[src/rtl/multiplexed_seven_segment_scan_core_macros.svh]
// ----------------------------------------------------------------------------
// Assertion macros for the seven-segment scan core
// Shared forms for clocked implications, gated by the synchronous reset.
// ----------------------------------------------------------------------------
`ifndef MULTIPLEXED_SEVEN_SEGMENT_SCAN_CORE_MACROS_SVH
`define MULTIPLEXED_SEVEN_SEGMENT_SCAN_CORE_MACROS_SVH

// Same-cycle implication.
`define MSS_ASSERT_NOW(label, clk, rst, ante, cons) \
  label: assert property (@(posedge clk) disable iff (rst) (ante) |-> (cons)) \
    else $error("scan core check failed in the same cycle");

// Next-cycle implication.
`define MSS_ASSERT_NEXT(label, clk, rst, ante, cons) \
  label: assert property (@(posedge clk) disable iff (rst) (ante) |=> (cons)) \
    else $error("scan core check failed one cycle later");

`endif

[src/rtl/mss_pkg.sv]
// ----------------------------------------------------------------------------
// Seven-segment scan package
// Sizes, constants, the segment table and the types shared by the scan core.
// ----------------------------------------------------------------------------
package mss_pkg;

  localparam int DIGIT_COUNT = 8;
  localparam int POS_W       = 8;
  localparam int SEG_W       = 8;
  localparam int VALUE_W     = 32;
  localparam int WORD_BITS   = POS_W + SEG_W;
  localparam int BIT_CNT_W   = $clog2(WORD_BITS);

  localparam logic [POS_W-1:0]   LEFT_POS    = POS_W'(1 << (DIGIT_COUNT - 1));
  localparam logic [VALUE_W-1:0] RESET_VALUE = VALUE_W'(128);

  // Division by ten as a multiply by the scaled reciprocal; exact for all
  // 32-bit dividends.
  localparam logic [VALUE_W-1:0] RECIP_TEN   = 32'hCCCC_CCCD;
  localparam int                 RECIP_SHIFT = 35;
  localparam int                 PROD_W      = 2 * VALUE_W;
  localparam int                 QUOT_W      = PROD_W - RECIP_SHIFT;

  localparam int QDEPTH = 2;
  localparam int QPTR_W = $clog2(QDEPTH);
  localparam int QCNT_W = $clog2(QDEPTH + 1);

  typedef struct packed {
    logic [POS_W-1:0] position;
    logic [SEG_W-1:0] segments;
  } seg_word_t;

  typedef struct packed {
    logic              stage_valid;
  } front_status_t;

  typedef struct packed {
    logic [QCNT_W-1:0] level;
  } queue_status_t;

  // Active-low segment code for one decimal digit.
  function automatic logic [SEG_W-1:0] seg_code(input logic [3:0] digit);
    logic [SEG_W-1:0] code;
    unique case (digit)
      4'd0:    code = 8'b1100_0000;
      4'd1:    code = 8'b1111_1001;
      4'd2:    code = 8'b1010_0100;
      4'd3:    code = 8'b1011_0000;
      4'd4:    code = 8'b1001_1001;
      4'd5:    code = 8'b1001_0010;
      4'd6:    code = 8'b1000_0010;
      4'd7:    code = 8'b1111_1000;
      4'd8:    code = 8'b1000_0000;
      4'd9:    code = 8'b1001_1000;
      default: code = 8'b1111_1111;
    endcase
    return code;
  endfunction

endpackage

[src/rtl/mss_front.sv]
// ----------------------------------------------------------------------------
// Scan front end
// Takes scan ticks, tracks the digit position and the remainder, splits off
// the low decimal digit and forms the 16-bit display word.
// ----------------------------------------------------------------------------
module mss_front (
  input  logic                         clk,
  input  logic                         rst,
  input  logic                         push,
  output logic                         full,
  input  logic [mss_pkg::VALUE_W-1:0]  display_value,
  input  logic                         q_full,
  output logic                         wr_en,
  output mss_pkg::seg_word_t           wr_word,
  output mss_pkg::front_status_t       status
);
  import mss_pkg::*;

  logic [POS_W-1:0]   digit_select;
  logic [VALUE_W-1:0] remaining_value;
  logic [POS_W-1:0]   pos_now;
  logic [VALUE_W-1:0] src_value;
  logic [PROD_W-1:0]  product;
  logic [QUOT_W-1:0]  quot;
  logic               accept;
  logic               advance;

  // Stage register: enough of dividend and quotient to rebuild the digit.
  logic               stage_valid;
  logic [3:0]         stage_v_low;
  logic [2:0]         stage_q_low;
  logic [POS_W-1:0]   stage_pos;
  logic [3:0]         digit;

  assign advance = stage_valid && !q_full;
  assign full    = stage_valid && q_full;
  assign accept  = push && !full;

  // A zero position starts a new pass and latches the incoming value.
  always_comb begin
    if (digit_select == '0) begin
      pos_now   = LEFT_POS;
      src_value = display_value;
    end else begin
      pos_now   = digit_select;
      src_value = remaining_value;
    end
  end

  assign product = PROD_W'(src_value) * PROD_W'(RECIP_TEN);
  assign quot    = product[PROD_W-1:RECIP_SHIFT];

  always_ff @(posedge clk) begin
    if (rst) begin
      stage_valid     <= 1'b0;
      digit_select    <= LEFT_POS;
      remaining_value <= RESET_VALUE;
    end else begin
      if (accept) begin
        stage_valid     <= 1'b1;
        digit_select    <= pos_now >> 1;
        remaining_value <= VALUE_W'(quot);
      end else if (advance) begin
        stage_valid <= 1'b0;
      end
    end
  end

  always_ff @(posedge clk) begin
    if (accept) begin
      stage_v_low <= src_value[3:0];
      stage_q_low <= quot[2:0];
      stage_pos   <= pos_now;
    end
  end

  // Remainder mod 16 is enough: v - 10*q is already below ten.
  assign digit = stage_v_low - ({stage_q_low[0], 3'b000} + {stage_q_low, 1'b0});

  assign wr_en            = advance;
  assign wr_word.position = stage_pos;
  assign wr_word.segments = seg_code(digit);
  assign status.stage_valid = stage_valid;

endmodule

[src/rtl/mss_queue.sv]
// ----------------------------------------------------------------------------
// Word queue
// Two-entry FIFO of display words between the front end and the serializer.
// ----------------------------------------------------------------------------
module mss_queue (
  input  logic                   clk,
  input  logic                   rst,
  input  logic                   wr_en,
  input  mss_pkg::seg_word_t     wr_word,
  output logic                   q_full,
  output logic                   q_valid,
  input  logic                   rd_en,
  output mss_pkg::seg_word_t     rd_word,
  output mss_pkg::queue_status_t status
);
  import mss_pkg::*;

  seg_word_t         entries [QDEPTH];
  logic [QPTR_W-1:0] wr_ptr;
  logic [QPTR_W-1:0] rd_ptr;
  logic [QCNT_W-1:0] level;
  logic              do_wr;
  logic              do_rd;

  assign q_full  = (level == QCNT_W'(QDEPTH));
  assign q_valid = (level != '0);
  assign do_wr   = wr_en && !q_full;
  assign do_rd   = rd_en && q_valid;
  assign rd_word = entries[rd_ptr];
  assign status.level = level;

  always_ff @(posedge clk) begin
    if (rst) begin
      wr_ptr <= '0;
      rd_ptr <= '0;
      level  <= '0;
    end else begin
      if (do_wr) begin
        wr_ptr <= wr_ptr + 1'b1;
      end
      if (do_rd) begin
        rd_ptr <= rd_ptr + 1'b1;
      end
      case ({do_wr, do_rd})
        2'b10:   level <= level + 1'b1;
        2'b01:   level <= level - 1'b1;
        default: level <= level;
      endcase
    end
  end

  always_ff @(posedge clk) begin
    if (do_wr) begin
      entries[wr_ptr] <= wr_word;
    end
  end

endmodule

[src/rtl/mss_back.sv]
// ----------------------------------------------------------------------------
// Serializer
// Shifts each display word out MSB first and marks its last bit as the latch.
// ----------------------------------------------------------------------------
module mss_back (
  input  logic               clk,
  input  logic               rst,
  input  logic               q_valid,
  input  mss_pkg::seg_word_t rd_word,
  output logic               rd_en,
  output logic               empty,
  input  logic               pop,
  output logic               serial_bit,
  output logic               latch_strobe
);
  import mss_pkg::*;

  localparam logic [BIT_CNT_W-1:0] LAST_BIT = BIT_CNT_W'(WORD_BITS - 1);

  logic                 busy;
  logic [BIT_CNT_W-1:0] bit_cnt;
  logic [WORD_BITS-1:0] shreg;
  logic                 last;
  logic                 take;
  logic                 load;

  assign last = (bit_cnt == LAST_BIT);
  assign take = pop && busy;
  // Reload right behind the last bit so words leave without a gap.
  assign load = q_valid && (!busy || (take && last));

  assign rd_en        = load;
  assign empty        = !busy;
  assign serial_bit   = shreg[WORD_BITS-1];
  assign latch_strobe = last;

  always_ff @(posedge clk) begin
    if (rst) begin
      busy    <= 1'b0;
      bit_cnt <= '0;
    end else begin
      if (load) begin
        busy    <= 1'b1;
        bit_cnt <= '0;
      end else if (take) begin
        if (last) begin
          busy    <= 1'b0;
          bit_cnt <= '0;
        end else begin
          bit_cnt <= bit_cnt + 1'b1;
        end
      end
    end
  end

  always_ff @(posedge clk) begin
    if (load) begin
      shreg <= rd_word;
    end else if (take) begin
      shreg <= shreg << 1;
    end
  end

endmodule

[src/rtl/multiplexed_seven_segment_scan_core.sv]
// ----------------------------------------------------------------------------
// Multiplexed seven-segment scan core
// One scan tick in, sixteen serial bits out, refreshing one digit position.
// ----------------------------------------------------------------------------
// Channel   Direction  Handshake     Payload
// tick      in         push / full   display_value[31:0]
// bit       out        empty / pop   serial_bit, latch_strobe
//
// Each accepted tick yields sixteen output transactions, one bit per cycle
// while pop is held; the serializer, which moves one bit per transaction,
// sets the sustained tick rate. The front end holds an accepted tick in its
// stage register and writes its display word into the queue once the queue
// has room; the word then moves to the serializer's shift register. The next
// tick can be taken in the following cycle while the two-entry word queue
// has room.
// Reset is synchronous: the position returns to the leftmost digit and the
// remainder to 128, and the word queue is emptied. Either side may stall at will.
// ----------------------------------------------------------------------------
`include "multiplexed_seven_segment_scan_core_macros.svh"

module multiplexed_seven_segment_scan_core (
  input  logic                        clk,
  input  logic                        rst,
  input  logic                        push,
  output logic                        full,
  input  logic [mss_pkg::VALUE_W-1:0] display_value,
  output logic                        empty,
  input  logic                        pop,
  output logic                        serial_bit,
  output logic                        latch_strobe
);
  import mss_pkg::*;

  // Front end to queue: one display word per cycle at most.
  logic          wr_en;
  seg_word_t     wr_word;
  logic          q_full;

  // Queue to serializer.
  logic          q_valid;
  logic          rd_en;
  seg_word_t     rd_word;

  front_status_t front_stat;
  queue_status_t queue_stat;

  // The front end owns the position register, the remainder and the divide
  // by ten; it stalls only when its stage register cannot drain.
  mss_front u_front (
    .clk           (clk),
    .rst           (rst),
    .push          (push),
    .full          (full),
    .display_value (display_value),
    .q_full        (q_full),
    .wr_en         (wr_en),
    .wr_word       (wr_word),
    .status        (front_stat)
  );

  // The queue decouples word generation from the slow bit stream.
  mss_queue u_queue (
    .clk     (clk),
    .rst     (rst),
    .wr_en   (wr_en),
    .wr_word (wr_word),
    .q_full  (q_full),
    .q_valid (q_valid),
    .rd_en   (rd_en),
    .rd_word (rd_word),
    .status  (queue_stat)
  );

  // The serializer presents one bit per output transaction and raises the
  // latch strobe on the sixteenth bit of each word.
  mss_back u_back (
    .clk          (clk),
    .rst          (rst),
    .q_valid      (q_valid),
    .rd_word      (rd_word),
    .rd_en        (rd_en),
    .empty        (empty),
    .pop          (pop),
    .serial_bit   (serial_bit),
    .latch_strobe (latch_strobe)
  );

  // The input side only pushes back when the queue is completely full.
  `MSS_ASSERT_NOW(a_full_means_queue_full, clk, rst, full, queue_stat.level == QCNT_W'(QDEPTH))

  // An accepted tick always occupies the front stage in the next cycle.
  `MSS_ASSERT_NEXT(a_accept_fills_stage, clk, rst, push && !full, front_stat.stage_valid)

  // A word is never cut short: after any bit but the last, more bits follow.
  `MSS_ASSERT_NEXT(a_word_not_cut, clk, rst, pop && !empty && !latch_strobe, !empty)

  // A word leaves the queue only when the serializer has room for it.
  `MSS_ASSERT_NOW(a_load_when_free, clk, rst, rd_en && !empty, pop && latch_strobe)

endmodule

[config.mk]
export PLATFORM = sky130hd
export DESIGN_NAME = multiplexed_seven_segment_scan_core
export DESIGN_NICKNAME = d
export VERILOG_FILES = /design/src/rtl/mss_pkg.sv /design/src/rtl/mss_front.sv /design/src/rtl/mss_queue.sv /design/src/rtl/mss_back.sv /design/src/rtl/multiplexed_seven_segment_scan_core.sv
export VERILOG_INCLUDE_DIRS = /design/src /design/src/rtl
export SDC_FILE = /design/constraint.sdc
export NUM_CORES = 1
export LEC_CHECK = 0
export BUFFER_PORTS_ARGS = -buffer_cell sky130_fd_sc_hd__buf_2
export CORE_ASPECT_RATIO = 1.75
export CORE_MARGIN = 2
export CORE_UTILIZATION = 35
export CTS_CLUSTER_SIZE = 16
export DETAILED_ROUTE_END_ITERATION = 10
export GPL_ROUTABILITY_DRIVEN = 0
export GPL_TIMING_DRIVEN = 0
export PLACE_DENSITY_LB_ADDON = 0.3
export SYNTH_ARGS = -nofsm -noshare
export SYNTH_HDL_FRONTEND = slang
export SYNTH_SLANG_ARGS = --single-unit
[constraint.sdc]
create_clock -name clk -period 10.8 [get_ports clk]
set_input_delay 1.08 -clock clk [delete_from_list [all_inputs] [get_ports clk]]
set_output_delay 1.08 -clock clk [all_outputs]
set_load 0.02 [all_outputs]
==> qor.yml, run 1 <==
drt:
  routed_wl_mm: 70.7
  vias_per_cell: 5.07
  first_pass_iters: 5
  drt_iter0_markers: 770
  route.detailed.drc: 0
  routedWlPerCell_microns: 22.9
  antenna_left: 0
  vias: 15700
global_routing:
  antenna_found_initial: 0
  grt_usage_pct: 22.9
  grt_start_max_net_pins: 25
  grt_pass1_vias: 17300
  overflow: 0
  grt_pass1_wl_mm: 106
synthesis:
  synthCells: 2244
  yosys_warnings: 0
  syn_nets: 3017
  synth_edf_count: 61
  ys_top_cells_by_area: "fa_1, ha_1, inv_1, edfxtp_1, dfxtp_1"
  synthFlopType: "edfxtp_1"
  async_reset_ff_share_pct: 0
  ys_types: 58
  ys_seq_elements: 109
  yosys.area.top_type: "fa_1"
  yosysSeqAreaShare_pct: 12.9
  synth_top_area_share_pct: 35.5
  synth_top_cells_by_count: "inv_1, fa_1, ha_1, nand2_1, a21oi_1"
  synth_area_sq_um: 21700
  yosys.cell_count.top_type: "inv_1"
  avgSynthCellArea_sq_um: 9.68
setup_path:
  arrival_ps: 10470
  r2r_cells: 33
  worst_path_most_repeated_cell: "fa_1"
  critPathKind: "flop to flop"
  worst_path_max_delay_cell: "fa_1"
  critPathMaxStageDelay_ps: 630
  required_ps: 11090
  r2r_slack_ps: 620
  path_max_fanout: 10
  r2r-end: "u_front.remaining_value[22]$_SDFFE_PP0P_"
  cp-endpoint: "u_front.remaining_value[22]$_SDFFE_PP0P_"
  crit_path_end_kind: "flop"
  reg2reg_from: "u_front.digit_select[4]$_SDFFE_PP0P_"
  cp-startpoint: "u_front.digit_select[4]$_SDFFE_PP0P_"
  start_kind: "flop"
cts:
  cts-hold-fix-buffers: 0
  cts_inserted_buffers: 9
  insertion_delay_ps: 350
  path_clk_slew_ps: 80
  cts_buffer_depth: 2
  root_buffer: "clkbuf_16"
  h-tree-depth: 3
  tritoncts: "yes"
  cts.sinks: 109
  post_cts_buffers: 0
die:
  dieArea_sq_um: 64200
  start_util_pct: 35.5
  coreArea_sq_um: 61300
  num_io_pins: 40
  row_count: 120
  die_h_microns: 334
  dieWidth_microns: 192
timing:
  rsz0062_at_grt: "false"
  maxSlewViolCount: 0
  slew_headroom_pct: 5.82
  fin_crit_ps: 10180
  max_freq_mhz: 98.2
  worstMarginPinSlew_ps: 1370
  hold_violations: 0
  finalSetupViolations: 0
  finClkSkew_ps: 11.3
  post-route-period-util_pct: 94.3
finish:
  seq_area_sq_um: 2790
  multi_input_area_sq_um: 16700
  stdcell_area_sq_um: 23200
  area_delta_synth_final_pct: 7.01
  fin_util_pct: 38.0
  fin_nets: 3067
  fillers: 6154
  drive_gt1_share_pct: 3.31
  num_antenna_cells: 0
hold_path:
  min_path_type: "flop to flop"
run:
  cap_violations: 0
status:
  status: "finished, final reports clean"
placed_design:
  place_area_sq_um: 22900
  dp_hpwl_mm: 63.5
  port_buffers: 38
==> how the worst min path moves through the flow <==
stage                     cells after the start  slack (ps)                            from                          endpoint
after floorplan                               0         420  u_front.stage_pos[2]$_DFFE_PP_  u_queue.entries[0][10]$_DFFE_PP_
after global placement                        0         430  u_front.stage_pos[7]$_DFFE_PP_  u_queue.entries[0][15]$_DFFE_PP_
after detailed placement                      0         430  u_front.stage_pos[7]$_DFFE_PP_  u_queue.entries[0][15]$_DFFE_PP_
after CTS                                     0         450  u_front.stage_pos[7]$_DFFE_PP_  u_queue.entries[0][15]$_DFFE_PP_
after global routing                          0         470  u_front.stage_pos[1]$_DFFE_PP_   u_queue.entries[0][9]$_DFFE_PP_
final                                         0         450  u_front.stage_pos[7]$_DFFE_PP_  u_queue.entries[0][15]$_DFFE_PP_
==> layer usage <==
layer	track usage, %	up-vias	wire length [microns]	share of wire, %
li1	-	7222	-	-
met1	21.4	7791	22100	31
met2	42.1	433	37800	54
met3	2.10	223	1910	2.7
met4	22.3	0	8790	12
met5	0	-	0	0
==> state kept, by name (all words and copies together), names as in the netlist, 2 cells and up, named ones only <==
register / flops
u_queue.entries: 30
u_front.remaining_value: 29
u_back.shreg: 16
u_front.digit_select: 8
u_front.stage_pos: 8
u_back.bit_cnt: 4
u_front.stage_v_low: 4
u_front.stage_q_low: 3
u_queue.status: 2
==> cell families after synthesis <==
| family | synth area share (%) |
|---|---|
| AO/OA/AOI/OAI | 7.92 |
| buffers and inverters | 10.3 |
| AND/OR/NAND/NOR | 8.58 |
| multiplexers | 1.11 |
| XOR/XNOR | 3.47 |
| adder cells (fa/ha/maj) | 55.7 |
| flip-flops | 12.9 |
==> per-stage QoR <==
stage	setup TNS [ps]	cells	setup slack [ps]	hold WS [ps]
final	0	3092	621	448
after floorplan	0	2244	2160	421
after detailed placement	-1670	3076	-304	434
after global routing	0	3092	114	468
after CTS	0	3092	94.6	448
after global placement	-848	3075	-217	425
==> cell usage in the layout (no fill, tap or decap), types with 40 or more instances in the layout <==
cell type / netlist / final
inv_1: 547 / 547
fa_1: 385 / 385
ha_1: 352 / 350
nand2_1: 201 / 199
a21oi_1: 123 / 123
nor2_1: 71 / 70
edfxtp_1: 61 / 61
dfxtp_1: 48 / 48
xor2_1: 46 / 46
clkbuf_1: 45 / 43
a21o_1: 42 / 42
o21ai_0: 41 / 41
xnor2_1: 40 / 40
buf_2: 2 / 40
==> layout make-up <==
| class | count | area share, % |
|---|---|---|
| multi-input combinational | 1538 | 71.8 |
| buffer | 50 | 0.840 |
| timing repair buffer | 39 | 0.850 |
| inverter | 547 | 8.83 |
| clock inverter | 6 | 0.334 |
| sequential | 109 | 12.0 |
| tap | 793 | 4.27 |
| clock buffer | 10 | 1.03 |
==> worst max-delay path: cells and delay by family, from the launching register on <==
family                   cells  cell delay, ps
adder cells (fa/ha/maj)      9            4450
AND/OR/NAND/NOR              9            2530
buffers and inverters       10            1870
AO/OA/AOI/OAI                5             910
flip-flops                   1             340
==> what timing repair did <==
action	4_1_cts	5_1_grt
gates resized for setup	1	8
setup endpoints to repair	13	19
pin swaps	0	0
Power of run 1 is not shown: default switching activity piles up to over one toggle a cycle in this logic, so the estimate is an artifact.
==> run 2: changes to the inputs <==
--- a/config.mk
+++ b/config.mk
@@ -10,6 +10,7 @@
 export CORE_ASPECT_RATIO = 1.75
 export CORE_MARGIN = 2
 export CORE_UTILIZATION = 35
+export CTS_BUF_LIST = sky130_fd_sc_hd__clkbuf_8
 export CTS_CLUSTER_SIZE = 16
 export DETAILED_ROUTE_END_ITERATION = 10
 export GPL_ROUTABILITY_DRIVEN = 0
==> run 2 against run 1 <==
Against the previous run: setup slack lost 8.6 ps; core utilization shrank 0.17 points; routed wire length grew 0.13%; count of clock-buffer cells in the layout is the same; clock skew grew 5.6 ps; global-route usage is essentially flat; largest cell class unchanged.
==> qor.yml, run 2 (synthesized netlist as in run 1, its figures left out) <==
setup_path:
  worst_path_max_delay_cell: "fa_1"  # unchanged
  start_kind: "flop"  # unchanged
  critPathKind: "flop to flop"  # unchanged
  critPathMaxStageDelay_ps: 640  # was 630 ps
  crit_path_end_kind: "flop"  # unchanged
  worst_path_most_repeated_cell: "fa_1"  # unchanged
  path_max_fanout: 10  # unchanged
  arrival_ps: 10510  # was 10470 ps
  required_ps: 11120  # was 11090 ps
die:
  die_h_microns: 334  # unchanged
  row_count: 120  # unchanged
  start_util_pct: 35.5  # unchanged
  dieWidth_microns: 192  # unchanged
  dieArea_sq_um: 64200  # unchanged
  num_io_pins: 40  # unchanged
  coreArea_sq_um: 61300  # unchanged
timing:
  worstMarginPinSlew_ps: 1370  # about the same
  post-route-period-util_pct: 94.3  # about the same
  finClkSkew_ps: 16.9  # was 11.3 ps
  hold_violations: 0  # unchanged
  max_freq_mhz: 98.2  # about the same
  maxSlewViolCount: 0  # unchanged
  finalSetupViolations: 0  # unchanged
  slew_headroom_pct: 6.08  # was 5.82%
  rsz0062_at_grt: "false"  # unchanged
  fin_crit_ps: 10190  # was 10180 ps
  setup_slack_ps: 612  # was 621 ps
finish:
  reg.largest.list: "u_queue.entries x30, u_front.remaining_value x29, u_back.shreg x16"  # unchanged
  fillers: 6166  # was 6154
  drive_gt1_share_pct: 3.26  # was 3.31%
  area_delta_synth_final_pct: 6.55  # was 7.01%
  top_register: "u_queue.entries"  # unchanged
  seq_area_sq_um: 2790  # unchanged
  stdcell_area_sq_um: 23100  # was 23200 sq um
  multi_input_area_sq_um: 16700  # about the same
  fin_nets: 3067  # unchanged
  mostFrequentLayoutCells: "inv_1, fa_1, ha_1, nand2_1, a21oi_1"  # unchanged
  layout_commonest_cell: "inv_1"  # unchanged
  largest_reg_flops: 30  # unchanged
drt:
  vias: 15700  # about the same
  drt_iter0_markers: 782  # was 770
  routed_wl_mm: 70.7  # about the same
  antenna_left: 0  # unchanged
  routedWlPerCell_microns: 22.9  # about the same
  route.detailed.drc: 0  # unchanged
  vias_per_cell: 5.08  # was 5.07
  first_pass_iters: 5  # unchanged
global_routing:
  antenna_found_initial: 0  # unchanged
  grt_pass1_wl_mm: 106  # about the same
  grt_pass1_vias: 17300  # about the same
  overflow: 0  # unchanged
  grt_start_max_net_pins: 25  # unchanged
  grt_usage_pct: 22.8  # was 22.9%
cts:
  post_cts_buffers: 0  # unchanged
  root_buffer: "clkbuf_8"  # was clkbuf_16
  cts.sinks: 109  # unchanged
  tritoncts: "yes"  # unchanged
  path_clk_slew_ps: 110  # was 80 ps
  h-tree-depth: 3  # unchanged
  insertion_delay_ps: 370  # was 350 ps
  cts_inserted_buffers: 9  # unchanged
  cts_buffer_depth: 2  # unchanged
  cts-hold-fix-buffers: 0  # unchanged
run:
  cap_violations: 0  # unchanged
placed_design:
  place_area_sq_um: 22900  # unchanged
  port_buffers: 38  # unchanged
  pre_cts_ws_ps: -304  # unchanged
  dp_hpwl_mm: 63.5  # unchanged
hold_path:
  min_path_type: "flop to flop"  # unchanged
status:
  status: "finished, final reports clean"  # unchanged
## run 2: per-stage QoR
| step | utilization (%) | hold slack (ps) | instances | setup TNS, ps |
|---|---|---|---|---|
| detailed placement | 37.4 | 434 | 3076 | -1670 |
| global placement | 37.4 | 425 | 3075 | -848 |
| global route | 37.8 | 471 | 3092 | 0 |
| CTS | 37.8 | 457 | 3092 | 0 |
| floorplan | - | 421 | 2244 | 0 |
| finish | 37.8 | 456 | 3093 | 0 |
## run 2: per-layer routing
| layer | share of wire, % | vias to the layer above | track usage (%) |
|---|---|---|---|
| met5 | 0 | - | 0 |
| met4 | 12 | 0 | 22.0 |
| met3 | 2.7 | 224 | 1.96 |
| met2 | 54 | 435 | 42.1 |
| met1 | 31 | 7843 | 21.5 |
| li1 | - | 7213 | - |
## run 2: worst paths after layout
kind	start	to	slack, ps	depth (start not counted)
hold reg to reg	u_front.remaining_value[12]$_SDFFE_PP0P_	u_front.remaining_value[12]$_SDFFE_PP0P_	460	2
setup / recovery	u_front.digit_select[4]$_SDFFE_PP0P_	u_front.remaining_value[22]$_SDFFE_PP0P_	610	33
hold / removal	u_front.remaining_value[12]$_SDFFE_PP0P_	u_front.remaining_value[12]$_SDFFE_PP0P_	460	2
setup reg to reg	u_front.digit_select[4]$_SDFFE_PP0P_	u_front.remaining_value[22]$_SDFFE_PP0P_	610	33
## run 2: final cells by class
type,instances,area share [%]
clock inverter,6,0.335
tap,793,4.29
inverter,547,8.87
clock buffer,10,0.595
timing repair buffer,39,0.854
buffer,50,0.843
antenna,1,0.0108
sequential,109,12.1
multi-input combinational,1538,72.1
## run 2: worst max-delay path: cells and delay by family, from the launching register on
| family | cells | cell delay, ps |
|---|---|---|
| buf+inv | 10 | 1880 |
| fa+ha+maj | 9 | 4470 |
| simple gates | 9 | 2510 |
| flops | 1 | 350 |
| compound gates | 5 | 910 |
## run 2: timing repair
| action | 4_1_cts | 5_1_grt |
|---|---|---|
| gates resized for setup | 1 | 7 |
| endpoints found under the setup margin | 14 | 19 |
| pin swaps | 0 | 0 |
Power of run 2 is left out for the same reason.
